$ cat src/rtl/core/gdph_isqrt_pipe.sv
// Pipelined ceiling square root, one result bit per stage, with sideband carried along.
module gdph_isqrt_pipe #(
	parameter int SW = 1
) (
	input  logic          clk,
	input  logic          arst_n,
	input  logic          en,
	input  logic          in_valid,
	input  logic [63:0]   radicand,
	input  logic [SW-1:0] in_side,
	output logic          out_valid,
	output logic [31:0]   root,
	output logic [SW-1:0] out_side
);
	localparam int STEPS = 32;

	logic          vld_s  [1:STEPS];
	logic [31:0]   root_s [1:STEPS];
	logic [34:0]   rem_s  [1:STEPS];
	logic [63:0]   rad_s  [1:STEPS];
	logic [SW-1:0] side_s [1:STEPS];

	for (genvar i = 0; i < STEPS; i++) begin : g_step
		logic          vld_c;
		logic [31:0]   root_c;
		logic [34:0]   rem_c;
		logic [63:0]   rad_c;
		logic [SW-1:0] side_c;
		logic [34:0]   acc;
		logic [34:0]   trial;

		if (i == 0) begin : g_first
			assign vld_c  = in_valid;
			assign root_c = '0;
			assign rem_c  = '0;
			assign rad_c  = radicand;
			assign side_c = in_side;
		end else begin : g_next
			assign vld_c  = vld_s[i];
			assign root_c = root_s[i];
			assign rem_c  = rem_s[i];
			assign rad_c  = rad_s[i];
			assign side_c = side_s[i];
		end

		// remainder never exceeds 2*root, so its top bits are always zero
		assign acc   = {rem_c[32:0], rad_c[63:62]};
		assign trial = {1'b0, root_c, 2'b01};

		always_ff @(posedge clk or negedge arst_n) begin
			if (!arst_n) begin
				vld_s[i+1] <= 1'b0;
			end else if (en) begin
				vld_s[i+1] <= vld_c;
			end
		end

		always_ff @(posedge clk) begin
			if (en) begin
				if (acc >= trial) begin
					rem_s[i+1]  <= acc - trial;
					root_s[i+1] <= {root_c[30:0], 1'b1};
				end else begin
					rem_s[i+1]  <= acc;
					root_s[i+1] <= {root_c[30:0], 1'b0};
				end
				rad_s[i+1]  <= {rad_c[61:0], 2'b00};
				side_s[i+1] <= side_c;
			end
		end
	end

	assign out_valid = vld_s[STEPS];
	assign root      = root_s[STEPS] + 32'(rem_s[STEPS] != '0);
	assign out_side  = side_s[STEPS];

endmodule

$ cat config.mk
export PLATFORM = sky130hd
export DESIGN_NAME = gdph_isqrt_pipe
export DESIGN_NICKNAME = d
export VERILOG_FILES = /design/src/rtl/core/gdph_isqrt_pipe.sv
export SDC_FILE = /design/constraint.sdc
export NUM_CORES = 2
export LEC_CHECK = 0
export BUFFER_PORTS_ARGS = -buffer_cell sky130_fd_sc_hd__buf_4
export CAP_MARGIN = 20
export CORE_UTILIZATION = 50
export DETAILED_ROUTE_END_ITERATION = 10
export PLACE_DENSITY = 0.65
export SKIP_CTS_REPAIR_TIMING = 1
export SLEW_MARGIN = 0
export SYNTH_ARGS = -nofsm -noshare
export SYNTH_HDL_FRONTEND = slang
export SYNTH_MEMORY_MAX_BITS = 65536
export SYNTH_SLANG_ARGS = --single-unit
$ cat constraint.sdc
create_clock -name clk -period 5.15 [get_ports clk]
set_clock_uncertainty 0.05 [all_clocks]
set_input_delay 1.03 -clock clk [delete_from_list [all_inputs] [get_ports clk]]
set_output_delay 1.03 -clock clk [all_outputs]
set_load 0.005 [all_outputs]
---- Word level (Yosys, flattened, before mapping) ----
Memory sizes are Yosys's and may differ from the RTL's.
Index checks and enable logic that the tools add are counted.
operators by class
  $add $sub $neg .......................... 33
  magnitude comparators ................... 32
  muxes and demuxes ....................... 258
  bitwise operators ....................... 64
  reductions and logical operators ........ 1
operators by type and width
  cell                                                 count
  2-to-1 mux 35 bit                                    32
  >= comparator 35 x 34 -> 1 bit                       31
  subtractor 35 x 34 -> 35 bit                         31
  2-to-1 mux 32 bit                                    32
  2-to-1 mux 1 bit                                     194
  bitwise OR 1 bit                                     64
  nonzero test 35 bit                                  1
  adder 32 x 1 -> 32 bit                               1
  subtractor 2 x 1 -> 3 bit, second input constant     1
  >= comparator 2 x 1 -> 1 bit, second input constant  1
word-level totals
  register bits ........................... 32
  bits in writable memories ............... 4160
  bits of input ports ..................... 69
  output and inout port bits .............. 34
  memories kept ........................... 4
memory list
  memory  words  width  rd ports  clocked after Yosys merged registers in  write ports  line  source
  rad_s   32     62     31        0                                        32           20    logic [63:0] rad_s [1:STEPS];
  rem_s   32     35     32        0                                        32           19    logic [34:0] rem_s [1:STEPS];
  root_s  32     32     32        0                                        32           18    logic [31:0] root_s [1:STEPS];
  side_s  32     1      32        0                                        32           21    logic [SW-1:0] side_s [1:STEPS];

---- Depth between registers and ports, before layout ----
An unclocked memory read counts as a cell.
  depth after elaboration ................. 6
  depth in mapped cells ................... 14

---- Least setup slack after synthesis ----
OpenSTA, ideal clock, no wires.
  kind .................................... input port to flip-flop
  start point ............................. in en
  end point ............................... reg, netlist name rem_s[0][1120]
  arrival time ............................ 3923 ps
  required time ........................... 4652 ps
  slack ................................... 729 ps
  cell stages on the path ................. 5
  path through ............................ clkbuf_1 -> clkbuf_1 -> clkbuf_1 -> clkbuf_1 -> clkbuf_1
RTL lines
  what             line  source
  start, declared  7     input logic en,

==> results.sh <==
export IMPL_cellPowerDensity_nw_per_um2=454.5
export IMPL_syn_area_per_cell_um2=12.81
export IMPL_die_y_um=496.5
export IMPL_postPlaceCellArea_um2=127000
export IMPL_ioPinCount=103
export IMPL_post_place_cells=12710
export IMPL_num_rows=181
export IMPL_cp_arrival_ps=3790
export IMPL_synth_cells=9543
export IMPL_wl_um=256000
export IMPL_synth_seq_cells=2593
export IMPL_cpPeakStageDelay_ps=420
export IMPL_grt_overflow=0
export IMPL_routabilityCongestion=0.9026
export IMPL_grt_total_usage_pct=20.79
export IMPL_core_area_um2=243200
export IMPL_ys_types=90
export IMPL_drc=0
export IMPL_ant_nets=0
export IMPL_synth_edf_count=2561
export IMPL_numCtsBuffers=297
export IMPL_grt_max_degree=192
export IMPL_synth_top_area_share_pct=62.91
export IMPL_ir_drop_mv=0.3184
export IMPL_clock_fmax_mhz=205.1
export IMPL_path_delay_family="simple AND/OR/NAND/NOR gates"
export IMPL_layout_commonest_cell="edfxtp_1"
export IMPL_required_ps=4070
export IMPL_cp_buffers_inverters=1
export IMPL_fin_crit_sh_pct=94.65
export IMPL_start_util_pct=50.26
export IMPL_worst_path_max_fanout=6
export IMPL_grt_first_pass_wirelength_um=402700
export IMPL_io_buffers=102
export IMPL_syn_cell_area_um2=122200
export IMPL_worst_path_max_delay_cell="edfxtp_1"
export IMPL_critPathLaunchType="register"
export IMPL_dr_first_iter_drc_count=5546
export IMPL_nets=10440
export IMPL_wl_met1_um=112000
export IMPL_dp_slack_ps=932.6
export IMPL_end_kind="output pin"
export IMPL_yosys_warnings=0
export IMPL_avgRoutedWirePerCell_um=19.37
export IMPL_wl_met2_um=125900
export IMPL_setup_viol=0
export IMPL_h_tree_depth=5
export IMPL_min_period_ps=4875
export IMPL_nFillCells=19740
export IMPL_wl_met3_um=11190
export IMPL_highest_layer="met4"
export IMPL_cts_tree="yes"
export IMPL_cap_violations=0
export IMPL_drv_slew=0
export IMPL_fin_area_um2=136300
export IMPL_cp_cell_sequence="nor4_4, nand4_1, nor2_2, nand4_1, ha_2, and2_1, nand4_1, nor3_2, and3_1, nor2b_1, and3_1, xor2_1, buf_4"
export IMPL_die_area_um2=246500
export IMPL_most_common_layout_cells="edfxtp_1, inv_1, nand2_1"
export IMPL_area_delta_synth_final_pct=11.51
export IMPL_cts_sink_count=2593
export IMPL_dp_hpwl_um=185300
export IMPL_yosysTopAreaCell="edfxtp_1"
export IMPL_drive_gt1_share_pct=8.868
export IMPL_insertion_delay_ps=930
export IMPL_rsz0062_at_grt="true"
export IMPL_setup_ws_ps=275.4
export IMPL_viasPerCell=5.564
export IMPL_synthTopCellsByArea="edfxtp_1, ha_1, xor2_1, xnor2_1, o21ai_0"
export IMPL_maxSlewHeadroom_pct=29.05
export IMPL_synth_main_ff_cell="edfxtp_1"
export IMPL_seqCellArea_um2=77700
export IMPL_antenna_found_initial=3
export IMPL_ys_seq_area_share_pct=63.57
export IMPL_hold_class="input pin to register"
export IMPL_clk_pin_slew_ps=60
export IMPL_grt_pass1_vias=72600
export IMPL_clockBufferDepth=4
export IMPL_fp_dieW_um=496.5
export IMPL_vias=73550
export IMPL_root_buffer="clkbuf_16"
export IMPL_tightest_slew_ps=1064
export IMPL_critical_path_class="register to output pin"
export IMPL_hold_violations=0
export IMPL_syn_nets=10180
export IMPL_final_cells=13220
export IMPL_ys_async_sr_fraction_pct=1.234
export IMPL_multiInputGateArea_um2=41160
export IMPL_status="complete, no violations"
export IMPL_crit_top_cell="nand4_1"
export IMPL_total_leakage_power_nw=52.00
export IMPL_dr_pass1_iters=6
## cell type report
class | count | area share [%]
Sequential cell | 2593 | 57.01
Multi-Input combinational cell | 6011 | 30.20
Timing Repair Buffer | 195 | 1.155
Clock inverter | 156 | 1.105
Tap cell | 3202 | 2.939
Antenna cell | 2 | 0.003672
Inverter | 706 | 1.944
Clock buffer | 352 | 5.650
## cells by family (layout without fill, tap and decap cells)
family | after synthesis | count (layout) | synth area share (%)
DFF | 2593 | 2593 | 63.57
and+or+nand+nor | 2504 | 2504 | 10.26
AOI/OAI and AO/OA | 1870 | 1870 | 9.453
buffers and inverters | 939 | 1409 | 2.893
xor gates and xnor gates | 886 | 886 | 6.348
adders and majority gates | 566 | 566 | 5.793
muxes | 185 | 185 | 1.683
other | 0 | 2 | 0
## state kept, by name, indices dropped and copies added (netlist names)
signal / cells
rem_s: 1009
rad_s: 992
root_s: 528
side_s: 32
g_step.vld_c: 31
out_valid: 1
## path summary, 6_finish.rpt
path,start,end,slack (ps),depth (start not counted)
worst max-delay path,rem_s[0][1127]$_DFFE_PP_,root[27],280,13
worst max register to register,rem_s[0][1021]$_DFFE_PP_,rem_s[0][1074]$_DFFE_PP_,950,10
worst min-delay path,in_side,side_s[0][1]$_DFFE_PP_,210,1
min in group asynchronous,arst_n,g_step[1].vld_c$_DFFE_PN0P_,530,2
worst min register to register,rad_s[0][666]$_DFFE_PP_,rad_s[0][730]$_DFFE_PP_,340,0
max in group asynchronous,arst_n,g_step[22].vld_c$_DFFE_PN0P_,4200,2
## stage by stage
step | hold slack [ps] | TNS, ps | utilization, % | power, mW
floorplan | 350.3 | 0 | - | 38.14
global placement | 350.2 | 0 | 52.23 | 42.10
detailed placement | 354.5 | 0 | 52.23 | 42.25
CTS | -81.58 | -47.25 | 56.01 | 62.55
global route | 159.3 | -15.78 | 56.04 | 65.10
finish | 211.6 | 0 | 56.04 | 61.95
## routing by layer
layer	GRT usage [%]	vias to the layer above
li1	-	35830
met1	27.41	35590
met2	35.53	1678
met3	2.944	448
met4	6.462	0
met5	0	-
## where the power goes
group	leakage, nW	internal (mW)	switching [mW]	total [mW]
Combinational	22.5	5.64	7.50	13.1
Clock	4.49	11.9	8.10	20.0
Sequential	25.0	26.8	1.98	28.8
## cell usage after synthesis (55+ instances only)
master / instances
nor2b_1: 71
nor3_1: 240
o21bai_1: 69
nand2b_1: 104
or3_1: 111
o21a_1: 90
xor2_1: 453
a21o_1: 244
nand2_1: 690
clkbuf_1: 215
a31oi_1: 62
or4_1: 64
nor2_1: 535
ha_1: 566
mux2_2: 164
nand3_1: 170
or2_2: 55
o21ai_0: 559
nor4_1: 107
edfxtp_1: 2561
inv_1: 705
nand4_1: 94
and3_1: 73
xnor2_1: 433
a21oi_1: 512
Note: power is estimated with default switching activity, not from simulation.
